## config.mk

```make
export PLATFORM = sky130hd
export DESIGN_NAME = windowed_bitrate_estimator_flat
export DESIGN_NICKNAME = d
export VERILOG_FILES = /design/src/rtl/wbe_pkg.sv /design/src/rtl/wbe_ifs.sv /design/src/rtl/windowed_bitrate_estimator.sv /design/src/rtl/wbe_divider.sv /design/src/flat_wrapper.sv
export SDC_FILE = /design/constraint.sdc
export NUM_CORES = 2
export LEC_CHECK = 0
export ABC_AREA = 1
export BUFFER_PORTS_ARGS = -buffer_cell sky130_fd_sc_hd__buf_2
export CAP_MARGIN = 25
export CORE_UTILIZATION = 60
export CTS_CLUSTER_SIZE = 24
export DETAILED_ROUTE_END_ITERATION = 6
export PLACE_DENSITY = 0.77
export SLEW_MARGIN = 10
export SYNTH_ARGS = -nofsm -noshare
export SYNTH_HDL_FRONTEND = slang
export SYNTH_SLANG_ARGS = --single-unit
```

## constraint.sdc

```tcl
create_clock -name clock -period 23.7 [get_ports clock]
set_input_delay 1.185 -clock clock [delete_from_list [all_inputs] [get_ports clock]]
set_output_delay 1.185 -clock clock [all_outputs]
set_load 0.005 [all_outputs]
```

## src/rtl/wbe_pkg.sv

```systemverilog
package wbe_pkg;

   localparam int BYTES_W  = 16;
   localparam int TIME_W   = 64;
   localparam int RATE_W   = 37;
   localparam int SUM_W    = 40;
   localparam int SCALED_W = 40;
   localparam int WIN_W    = 32;
   localparam int STALL_W  = 8;
   localparam int LIMIT_W  = WIN_W + STALL_W;
   localparam int CSR_IDX_W = 2;
   localparam int CSR_DATA_W = RATE_W;
   localparam int STATUS_W = 2;

   // 8 * 1e6 = 15625 << 9
   localparam int MUL_K_W  = 14;
   localparam logic [MUL_K_W-1:0] MUL_K = 14'd15625;
   localparam int MUL_SHIFT = 9;
   localparam int PROD_W   = SUM_W + MUL_K_W;

   localparam int DIV_W    = 64;
   localparam int DIV_CNT_W = 6;

   localparam logic [RATE_W-1:0] RATE_MAX = {RATE_W{1'b1}};
   localparam logic [SUM_W-1:0]  SUM_MAX  = {SUM_W{1'b1}};
   localparam logic [WIN_W-1:0]  WIN_RESET = 32'd100000;
   localparam logic [STALL_W-1:0] STALL_RESET = 8'd4;

   localparam logic [CSR_IDX_W-1:0] CSR_SEED   = 2'd0;
   localparam logic [CSR_IDX_W-1:0] CSR_WINDOW = 2'd1;
   localparam logic [CSR_IDX_W-1:0] CSR_STALL  = 2'd2;

   localparam logic [STATUS_W-1:0] STAT_ACCUM    = 2'd0;
   localparam logic [STATUS_W-1:0] STAT_ANCHORED = 2'd1;
   localparam logic [STATUS_W-1:0] STAT_UPDATED  = 2'd2;
   localparam logic [STATUS_W-1:0] STAT_OUTAGE   = 2'd3;

   typedef enum logic [6:0] {
      ST_IDLE   = 7'b0000001,
      ST_EVAL   = 7'b0000010,
      ST_MULT   = 7'b0000100,
      ST_LAUNCH = 7'b0001000,
      ST_DIVIDE = 7'b0010000,
      ST_BLEND  = 7'b0100000,
      ST_FINISH = 7'b1000000
   } state_type;

   typedef struct packed {
      logic              start;
      logic [DIV_W-1:0]  dividend;
      logic [DIV_W-1:0]  divisor;
   } div_ctl_type;

   typedef struct packed {
      logic              busy;
      logic              done;
      logic [DIV_W-1:0]  quotient;
   } div_stat_type;

endpackage

```

## src/rtl/wbe_ifs.sv

```systemverilog
interface wbe_req_if;
   logic                         valid;
   logic                         ready;
   logic [wbe_pkg::BYTES_W-1:0]  packet_bytes;
   logic [wbe_pkg::TIME_W-1:0]   time_us;

   modport source (output valid, output packet_bytes, output time_us, input ready);
   modport sink   (input valid, input packet_bytes, input time_us, output ready);
endinterface

interface wbe_rsp_if;
   logic                          valid;
   logic                          ready;
   logic [wbe_pkg::RATE_W-1:0]    bitrate;
   logic [wbe_pkg::STATUS_W-1:0]  status;

   modport source (output valid, output bitrate, output status, input ready);
   modport sink   (input valid, input bitrate, input status, output ready);
endinterface

```

## src/rtl/windowed_bitrate_estimator.sv

```systemverilog
// Packet bitrate meter: each req item carries a byte count and a microsecond
// timestamp, and each one gives exactly one rsp item with the smoothed rate
// in bits per second and a status (accumulating, window anchored, rate
// updated, outage with rate kept). The rate is a running average with weight
// 1/8 held at eight times scale. The block takes one packet at a time and
// accepts the next only once the last one's result is placed on rsp: a
// packet that anchors, accumulates or hits an outage passes the evaluate and
// finish steps; a packet that closes a window and takes a sample also passes
// the multiply, launch, divide and blend steps, the 64-step radix-2 divider
// computing bytes * 8e6 / elapsed. A result held on rsp
// stalls the next one until it is taken. Register 0 (seed rate) restarts the
// estimator; registers 1 and 2 set the window length and the outage multiple.
// Write registers only while no packet is in progress.
module windowed_bitrate_estimator (
   input  logic                              clock,
   input  logic                              reset,
   wbe_req_if.sink                           req_chan,
   wbe_rsp_if.source                         rsp_chan,
   input  logic                              csr_we,
   input  logic [wbe_pkg::CSR_IDX_W-1:0]     csr_index,
   input  logic [wbe_pkg::CSR_DATA_W-1:0]    csr_wdata
);
   import wbe_pkg::*;

   state_type state_ff, state_in;

   logic [WIN_W-1:0]    win_ff, win_in;
   logic [STALL_W-1:0]  stall_ff, stall_in;

   logic                anchored_ff, anchored_in;
   logic [TIME_W-1:0]   start_ff, start_in;
   logic [SUM_W-1:0]    sum_ff, sum_in;
   logic [SCALED_W-1:0] scaled_ff, scaled_in;
   logic [RATE_W-1:0]   current_ff, current_in;

   logic [BYTES_W-1:0]  bytes_ff, bytes_in;
   logic [TIME_W-1:0]   now_ff, now_in;
   logic [SUM_W-1:0]    close_sum_ff, close_sum_in;
   logic [TIME_W-1:0]   dt_ff, dt_in;
   logic [PROD_W-1:0]   prod_ff, prod_in;
   logic [STATUS_W-1:0] status_ff, status_in;

   logic                rsp_valid_ff, rsp_valid_in;
   logic [RATE_W-1:0]   rsp_rate_ff, rsp_rate_in;
   logic [STATUS_W-1:0] rsp_status_ff, rsp_status_in;

   logic [WIN_W-1:0]    win_eff;
   logic [LIMIT_W-1:0]  limit;
   logic [TIME_W-1:0]   dt;
   logic [SUM_W:0]      sum_wide;
   logic [SUM_W-1:0]    sum_sat;
   logic [RATE_W-1:0]   sample;
   logic [SCALED_W-1:0] blended;
   logic                out_free;

   div_ctl_type  div_ctl;
   div_stat_type div_stat;

   wbe_divider u_div (
      .clock (clock),
      .reset (reset),
      .ctl   (div_ctl),
      .stat  (div_stat)
   );

   assign win_eff  = (win_ff == '0) ? {{(WIN_W-1){1'b0}}, 1'b1} : win_ff;
   assign limit    = win_eff * stall_ff;
   assign dt       = now_ff - start_ff;
   assign sum_wide = {1'b0, sum_ff} + {{(SUM_W+1-BYTES_W){1'b0}}, bytes_ff};
   assign sum_sat  = sum_wide[SUM_W] ? SUM_MAX : sum_wide[SUM_W-1:0];

   assign sample = (div_stat.quotient > {{(DIV_W-RATE_W){1'b0}}, RATE_MAX})
                   ? RATE_MAX : div_stat.quotient[RATE_W-1:0];
   assign blended = (scaled_ff == '0) ? {sample, 3'b000}
                    : scaled_ff - {3'b000, scaled_ff[SCALED_W-1:3]}
                      + {{(SCALED_W-RATE_W){1'b0}}, sample};

   assign out_free = !rsp_valid_ff || rsp_chan.ready;

   assign div_ctl.start    = (state_ff == ST_LAUNCH);
   assign div_ctl.dividend = {{(DIV_W-PROD_W-MUL_SHIFT){1'b0}}, prod_ff,
                              {MUL_SHIFT{1'b0}}};
   assign div_ctl.divisor  = dt_ff;

   assign req_chan.ready    = (state_ff == ST_IDLE);
   assign rsp_chan.valid    = rsp_valid_ff;
   assign rsp_chan.bitrate  = rsp_rate_ff;
   assign rsp_chan.status   = rsp_status_ff;

   always_comb begin
      state_in      = state_ff;
      win_in        = win_ff;
      stall_in      = stall_ff;
      anchored_in   = anchored_ff;
      start_in      = start_ff;
      sum_in        = sum_ff;
      scaled_in     = scaled_ff;
      current_in    = current_ff;
      bytes_in      = bytes_ff;
      now_in        = now_ff;
      close_sum_in  = close_sum_ff;
      dt_in         = dt_ff;
      prod_in       = prod_ff;
      status_in     = status_ff;
      rsp_valid_in  = rsp_valid_ff && !rsp_chan.ready;
      rsp_rate_in   = rsp_rate_ff;
      rsp_status_in = rsp_status_ff;

      case (state_ff)
         ST_IDLE: begin
            if (req_chan.valid) begin
               bytes_in = req_chan.packet_bytes;
               now_in   = req_chan.time_us;
               state_in = ST_EVAL;
            end
         end
         ST_EVAL: begin
            state_in = ST_FINISH;
            if (!anchored_ff) begin
               anchored_in = 1'b1;
               start_in    = now_ff;
               sum_in      = '0;
               status_in   = STAT_ANCHORED;
            end else if (dt < {{(TIME_W-WIN_W){1'b0}}, win_eff}) begin
               sum_in    = sum_sat;
               status_in = STAT_ACCUM;
            end else begin
               start_in = now_ff;
               sum_in   = '0;
               if (dt <= {{(TIME_W-LIMIT_W){1'b0}}, limit}) begin
                  close_sum_in = sum_sat;
                  dt_in        = dt;
                  state_in     = ST_MULT;
               end else begin
                  status_in = STAT_OUTAGE;
               end
            end
         end
         ST_MULT: begin
            prod_in  = close_sum_ff * MUL_K;
            state_in = ST_LAUNCH;
         end
         ST_LAUNCH: begin
            state_in = ST_DIVIDE;
         end
         ST_DIVIDE: begin
            if (div_stat.done) begin
               state_in = ST_BLEND;
            end
         end
         ST_BLEND: begin
            scaled_in  = blended;
            current_in = blended[SCALED_W-1:3];
            status_in  = STAT_UPDATED;
            state_in   = ST_FINISH;
         end
         ST_FINISH: begin
            if (out_free) begin
               rsp_valid_in  = 1'b1;
               rsp_rate_in   = current_ff;
               rsp_status_in = status_ff;
               state_in      = ST_IDLE;
            end
         end
         default: begin
            state_in = ST_IDLE;
         end
      endcase

      // a seed write restarts the estimator
      if (csr_we) begin
         case (csr_index)
            CSR_SEED: begin
               anchored_in = 1'b0;
               start_in    = '0;
               sum_in      = '0;
               scaled_in   = {csr_wdata, 3'b000};
               current_in  = csr_wdata;
            end
            CSR_WINDOW: win_in   = csr_wdata[WIN_W-1:0];
            CSR_STALL:  stall_in = csr_wdata[STALL_W-1:0];
            default: ;
         endcase
      end
   end

   always_ff @(posedge clock) begin
      bytes_ff      <= bytes_in;
      now_ff        <= now_in;
      close_sum_ff  <= close_sum_in;
      dt_ff         <= dt_in;
      prod_ff       <= prod_in;
      status_ff     <= status_in;
      rsp_rate_ff   <= rsp_rate_in;
      rsp_status_ff <= rsp_status_in;
      if (reset) begin
         state_ff     <= ST_IDLE;
         win_ff       <= WIN_RESET;
         stall_ff     <= STALL_RESET;
         anchored_ff  <= 1'b0;
         start_ff     <= '0;
         sum_ff       <= '0;
         scaled_ff    <= '0;
         current_ff   <= '0;
         rsp_valid_ff <= 1'b0;
      end else begin
         state_ff     <= state_in;
         win_ff       <= win_in;
         stall_ff     <= stall_in;
         anchored_ff  <= anchored_in;
         start_ff     <= start_in;
         sum_ff       <= sum_in;
         scaled_ff    <= scaled_in;
         current_ff   <= current_in;
         rsp_valid_ff <= rsp_valid_in;
      end
   end

   a_done_in_divide: assert property (@(posedge clock) disable iff (reset)
      div_stat.done |-> state_ff == ST_DIVIDE)
      else $error("divider finished outside the divide step");

   a_seed_restart: assert property (@(posedge clock) disable iff (reset)
      (csr_we && csr_index == CSR_SEED) |=>
         !anchored_ff && sum_ff == '0 && current_ff == $past(csr_wdata)
         && scaled_ff == {$past(csr_wdata), 3'b000})
      else $error("seed write did not restart the estimator");

   a_blend_consistent: assert property (@(posedge clock) disable iff (reset)
      (state_ff == ST_BLEND && !csr_we) |=>
         current_ff == scaled_ff[SCALED_W-1:3] && status_ff == STAT_UPDATED)
      else $error("rate and scaled average disagree after a sample");

   a_launch_runs: assert property (@(posedge clock) disable iff (reset)
      state_ff == ST_LAUNCH |=> state_ff == ST_DIVIDE && div_stat.busy)
      else $error("division not running after launch");

endmodule

```

## src/rtl/wbe_divider.sv

```systemverilog
module wbe_divider (
   input  logic                  clock,
   input  logic                  reset,
   input  wbe_pkg::div_ctl_type  ctl,
   output wbe_pkg::div_stat_type stat
);
   import wbe_pkg::*;

   logic [DIV_W-1:0]     rem_ff, rem_in;
   logic [DIV_W-1:0]     quo_ff, quo_in;
   logic [DIV_W-1:0]     dvs_ff, dvs_in;
   logic [DIV_CNT_W-1:0] cnt_ff, cnt_in;
   logic                 busy_ff, busy_in;
   logic                 done_ff, done_in;
   logic [DIV_W:0]       shifted;
   logic [DIV_W:0]       diff;

   // one restoring step per cycle, quotient bits shift in behind the dividend
   assign shifted = {rem_ff, quo_ff[DIV_W-1]};
   assign diff    = shifted - {1'b0, dvs_ff};

   always_comb begin
      rem_in  = rem_ff;
      quo_in  = quo_ff;
      dvs_in  = dvs_ff;
      cnt_in  = cnt_ff;
      busy_in = busy_ff;
      done_in = 1'b0;
      if (ctl.start) begin
         rem_in  = '0;
         quo_in  = ctl.dividend;
         dvs_in  = ctl.divisor;
         cnt_in  = '0;
         busy_in = 1'b1;
      end else if (busy_ff) begin
         if (!diff[DIV_W]) begin
            rem_in = diff[DIV_W-1:0];
            quo_in = {quo_ff[DIV_W-2:0], 1'b1};
         end else begin
            rem_in = shifted[DIV_W-1:0];
            quo_in = {quo_ff[DIV_W-2:0], 1'b0};
         end
         cnt_in = cnt_ff + 1'b1;
         if (cnt_ff == {DIV_CNT_W{1'b1}}) begin
            busy_in = 1'b0;
            done_in = 1'b1;
         end
      end
   end

   always_ff @(posedge clock) begin
      rem_ff <= rem_in;
      quo_ff <= quo_in;
      dvs_ff <= dvs_in;
      cnt_ff <= cnt_in;
      if (reset) begin
         busy_ff <= 1'b0;
         done_ff <= 1'b0;
      end else begin
         busy_ff <= busy_in;
         done_ff <= done_in;
      end
   end

   assign stat.busy     = busy_ff;
   assign stat.done     = done_ff;
   assign stat.quotient = quo_ff;

   a_done_after_busy: assert property (@(posedge clock) disable iff (reset)
      done_ff |-> $past(busy_ff) && !busy_ff)
      else $error("divider done without a running division");

   a_start_runs: assert property (@(posedge clock) disable iff (reset)
      ctl.start |=> busy_ff && cnt_ff == '0)
      else $error("divider start did not begin a division");

   a_done_one_cycle: assert property (@(posedge clock) disable iff (reset)
      done_ff |=> !done_ff)
      else $error("divider done held longer than one cycle");

endmodule
```

## src/flat_wrapper.sv

```systemverilog
// flat-port wrapper written by rule: the top's interface ports become plain ports
module windowed_bitrate_estimator_flat import wbe_pkg::*;
  (clock, reset, csr_we, csr_index, csr_wdata, req_chan_valid, req_chan_packet_bytes, req_chan_time_us, req_chan_ready, rsp_chan_valid, rsp_chan_bitrate, rsp_chan_status, rsp_chan_ready);
  wbe_req_if req_chan_i ();
  wbe_rsp_if rsp_chan_i ();
  input  logic clock;
  input  logic reset;
  input  logic csr_we;
  input  logic [wbe_pkg::CSR_IDX_W-1:0] csr_index;
  input  logic [wbe_pkg::CSR_DATA_W-1:0] csr_wdata;
  input wire logic [$bits(req_chan_i.valid)-1:0] req_chan_valid;
  input wire logic [$bits(req_chan_i.packet_bytes)-1:0] req_chan_packet_bytes;
  input wire logic [$bits(req_chan_i.time_us)-1:0] req_chan_time_us;
  output wire logic [$bits(req_chan_i.ready)-1:0] req_chan_ready;
  output wire logic [$bits(rsp_chan_i.valid)-1:0] rsp_chan_valid;
  output wire logic [$bits(rsp_chan_i.bitrate)-1:0] rsp_chan_bitrate;
  output wire logic [$bits(rsp_chan_i.status)-1:0] rsp_chan_status;
  input wire logic [$bits(rsp_chan_i.ready)-1:0] rsp_chan_ready;
  assign req_chan_i.valid = req_chan_valid;
  assign req_chan_i.packet_bytes = req_chan_packet_bytes;
  assign req_chan_i.time_us = req_chan_time_us;
  assign req_chan_ready = req_chan_i.ready;
  assign rsp_chan_valid = rsp_chan_i.valid;
  assign rsp_chan_bitrate = rsp_chan_i.bitrate;
  assign rsp_chan_status = rsp_chan_i.status;
  assign rsp_chan_i.ready = rsp_chan_ready;
  windowed_bitrate_estimator u_core (.clock(clock), .reset(reset), .req_chan(req_chan_i), .rsp_chan(rsp_chan_i), .csr_we(csr_we), .csr_index(csr_index), .csr_wdata(csr_wdata));
endmodule
```

Word level (Yosys, flattened, before mapping)
Index checks and enable logic that the tools add are counted.

Register bits: 709. Input bits: 124. Output and inout port bits: 41. Logic and storage cells: 112.

Add/subtract/negate cells: 6. Multiply operators: 2. $lt $le $gt $ge: 3. Equality and inequality tests: 14. Muxes and demuxes: 44. Bitwise gates (word level): 2. Reduce and logical (&&, ||, !) cells: 17.

Operators by type and width (number): $mux W40 (10); $mux W64 (6); $mux W37 (4); $mux W63 (2); $sub A65 B64 Y65 (1); $gt A64 B37 Y1 const B (1); $le A64 B40 Y1 (1); $lt A64 B32 Y1 (1); $sub A64 B64 Y64 (1); $mul A40 B14 Y54 const B (1); $pmux W7 S7 (1); $mux W7 (6); $add A40 B16 Y41 (1); $add A40 B37 Y40 (1); $logic_not A40 Y1 (1); $mul A32 B8 Y40 (1); $sub A40 B37 Y40 (1); $logic_not A32 Y1 (1); $mux W32 (1); $mux W1 (10); $reduce_and A2 Y1 (5); $eq A7 B1 Y1 const B (1); $eq A7 B2 Y1 const B (1); $eq A7 B3 Y1 const B (1); 22 further kinds (28).

Logic depth before layout (Yosys ltp)
Depth after elaboration: 8. Gate-level depth with buffers: 47. Depth with buffers taken out: 46.

Hierarchy
A second synthesis with hierarchy kept.

Cells, all modules: 8622. Area total of the unflattened synthesis: 62782.7 sq um.

Modules (own cells, without submodules): windowed_bitrate_estimator (times used 1, cells an instance 6339, area an instance 48386.4 sq um, sequential area each 12982.5 sq um); wbe_divider (times used 1, cells an instance 2283, area an instance 14396.3 sq um, sequential area each 5285.1 sq um).

Least setup slack after synthesis
Ideal clock, no wire load.

Kind: register to register. Start: register u_core.win_ff[4]. End: register u_core.close_sum_ff[0] (enable). Library setup time: 0.569 ns. Arrival: 10.654 ns. Required time: 23.131 ns. Path slack: 12.477 ns. Cell stages (with the launch flop): 34. Buffers on the path: 1. Period minus slack after synthesis: 11.223 ns. Path through: dfxtp_1 clkbuf_1 nor2_1 nand3_1 nor2_1 nand2_1 o21bai_1 nand2_1 fa_1 fa_1 fa_1 fa_1 inv_1 ha_1 inv_1 o21ai_0 o21ai_0 o211ai_1 nor2_1 o21ai_0 a31oi_1 o21ai_0 a21boi_0 o21ai_0 xnor2_1 ha_1 nand2_1 nor3_1 nand4_1 o31ai_1 nand2_1 nor2_1 nand3_1 nor2_1.

Longest elaborated chain between the ends: 5. Elaborated cells on any way between the ends: 7. Classes of those cells: mul (1); order compare (2); mux (1); bitwise (1); reduce/logical (2).

Ends and longest elaborated chain: start, declared (RTL line windowed_bitrate_estimator.sv:27) `logic [WIN_W-1:0] win_ff, win_in;`; start signal, assigned (RTL line windowed_bitrate_estimator.sv:208) `win_ff <= win_in;`; $logic_not A32 Y1 (RTL line windowed_bitrate_estimator.sv:66) `assign win_eff = (win_ff == '0) ? {{(WIN_W-1){1'b0}}, 1'b1} : win_ff;`; $mux W32 (*) (RTL line windowed_bitrate_estimator.sv:66); $mul A32 B8 Y40 or $lt A64 B32 Y1 (tied branches) (RTL line windowed_bitrate_estimator.sv:67, windowed_bitrate_estimator.sv:124); $le A64 B40 Y1 or $not A1 Y1 (tied branches); $reduce_and A4 Y1 (no source line) (*); end signal, assigned (RTL line windowed_bitrate_estimator.sv:190) `close_sum_ff <= close_sum_in;`; end, declared (RTL line windowed_bitrate_estimator.sv:38) `logic [SUM_W-1:0] close_sum_ff, close_sum_in;`.

Every way passes the cells marked *; elsewhere a longest branch is shown, timed or not. A chain may end at the register's enable or synchronous reset.

Worst setup path in the final report
Start: register u_core.win_ff[15]. End: register u_core.close_sum_ff[20] (enable).

The elaborated chain is that of the path after synthesis.

==> metrics <==
Filler cells 8523; Peak VDD IR 0.0000917 V; Pwr Density 64.9 mW/mm²; vias 51000; Post-CTS Hold Fix Bufs 0; gr ovfl total 0; fin crit period 9.43 ns; clock buffer count from CTS 78; post-synthesis register bit count 709; die height 317 µm; Post-synth EDFFs around 400; die area 0.100 mm²; RSZ-0062 raised after global routing false; setup_tns 0 ns; dpl ws 14.33 ns; Synthesis Warnings 0; dpl cells 9012; Syn-to-layout area delta 8.04%; Post-route DRC 1; Core ar. 0.0983 mm²; drt total wl 178000 µm; Tightest Pin Transition 1.21 ns; number of post-CTS setup repair buffers 0; layout cell share with drive strength beyond 1 under 10%; maximum root-to-sink buffer count 3; Max Clk Rate 106 MHz; DRT antenna net count 0; violated checks DRC; Crit path top cell by count o21ai_0; outcome finished with violations; period utilisation layout 39.8%; syn_nets slightly below 9000; CP endpoint kind register; io pins roughly 170; Worst R2R End u_core.close_sum_ff[20]; Nets approximately 9000; initial drt markers 5021; origin of the worst setup path u_core.win_ff[15]; dpl hpwl between 100000 and 150000 µm; I/O Buffers 164; vias in the first global route 49800; Skew-Pair Late Insertion Delay 0.68 ns; Main synth FF type edfxtp_1; Vias/cell 5.57; num rows roughly 120; cells after synthesis 7709; Total Routing Usage GR 35.6%; Critical Path Max Stage Delay ~0.73 ns; Worst R2R Start u_core.win_ff[15]; first-pass iteration count of the detailed router 7; Arr. time, crit path a little under 10 ns; hold path startpoint u_core.dt_ff[38]; average size of a mapped cell 7.71 µm²; final core occ 65.3%; Clock Skew 0.0447 ns; first-pass GRT wire length 275000 µm; max-slew violations 0; Starting Density 60.4%; Seq/Total Area, Yosys 30.6%; # H-tree levels 3; WHS 0.404 ns; Max-cap violations 0; RD Place Congestion roughly 1.0; Slew headroom a little under a fifth; worst path required time 23.99 ns; CTS Root Cell clkbuf_16; asr flop ratio synth 0%; leakage 0.0319 µW; crit start category register; CTS resizes 0; Finished Layout Cells 9162; Sink Count 709; largest net degree at the start of global routing 77; Die X-Extent 317 µm; Worst R2R Path Depth 34; initial antenna violation count 6; count of final setup violators 0; min-delay worst type register to register; Routed WL per cell roughly 19 µm; Worst Hold End u_core.u_div.dvs_ff[38]; Hold Fails Final Rpt 0; Syn Std Cell Area 0.0594 mm²; TritonCTS clock tree yes; CP max FO 66; Clk pin slew, worst setup/hold paths about 0.070 ns; most common cell after layout, fill and taps aside nand2_1; Distinct cells, synth 56; WS Path Type register to register; most frequent cells in the layout nand2_1 (1818), inv_1 (1597), nor2_1 (604); final worst slack ~14 ns; Critical-path top delay cell buf_4; worst hold stages 0; Reg2Reg Setup Slack 14.27 ns
final cells by class:
type / count / area [µm²] / share of cell area [%]
timing repair buffer: 206 / 1170 / 1.82
clock buffer: 102 / 2170 / 3.37
sequential: 709 / 18200 / 28.3
tap: 1287 / 1610 / 2.51
clock inverter: 44 / 548 / 0.854
antenna: 4 / 10.0 / 0.0156
inverter: 1627 / 6110 / 9.52
multi-input combinational: 5183 / 34400 / 53.6
power by group:
part / total, µW / switching (µW) / internal [µW]
combinational: 1440 / 977 / 458
clock: 1300 / 550 / 745
sequential: 1440 / 48.4 / 1390
total: 4170 / 1580 / 2590
sequential cells by signal, indices dropped and copies added (netlist names), 40 cells and up:
signal,cells
u_core.sum_ff,40
u_core.now_ff,64
u_core.u_div.rem_ff,64
u_core.scaled_ff,40
u_core.start_ff,64
u_core.u_div.quo_ff,64
u_core.close_sum_ff,40
u_core.dt_ff,64
u_core.prod_ff,54
u_core.u_div.dvs_ff,64
per-stage QoR:
stage,instance area [µm²],power (µW)
final,64200,4170
after global routing,64200,4390
after CTS,64200,4160
after detailed placement,61500,2860
after global placement,61400,2840
after floorplan,59400,2390
cells by family after synthesis:
| kind of cell | after synthesis | synth area share (%) |
|---|---|---|
| and+or+nand+nor | 2978 | 20.6 |
| buffers and inverters | 1817 | 11.6 |
| AOI/OAI and AO/OA | 1095 | 10.2 |
| adders and majority gates | 888 | 23.7 |
| DFF | 709 | 30.6 |
| xor gates and xnor gates | 222 | 3.27 |
metal layers:
metal	wire length (µm)	track usage [%]	up-vias
li1	-	-	24600
met1	75100	47.8	24100
met2	81200	57.7	1937
met3	13400	5.08	382
met4	8020	14.9	0
met5	0	0	-
synth_stat cells, drive strengths merged, types with 54 or more instances:
library cell	instances	area (µm²)
dfxtp	312	6250
nor2	621	2380
fa	395	7910
nand3b	68	510
xor2	131	1150
a21oi	439	2200
nand4	54	338
a31oi	94	588
nor3	60	315
inv	1620	6080
nand2	1827	6880
xnor2	91	797
o21ai	395	1980
edfxtp	397	11900
nand3	284	1430
clkbuf	151	567
ha	493	6170
worst max-delay path, delay by kind of cell (launching register included):
family | cells | cell delay, ns
fa+ha+maj | 6 | 2.79
flops | 1 | 0.42
xor+xnor | 1 | 0.16
simple gates | 13 | 1.84
compound gates | 10 | 2.39
buf+inv | 4 | 1.33
how the worst max path moves through the flow:
stage | endpoint | cells past startpoint
after CTS | u_core.close_sum_ff[20] | 34
after detailed placement | u_core.close_sum_ff[20] | 34
after global placement | u_core.close_sum_ff[27] | 34
after floorplan | u_core.close_sum_ff[0] | 33
after global routing | u_core.close_sum_ff[20] | 38
final | u_core.close_sum_ff[20] | 34
Power figures use the tool's default switching activity.
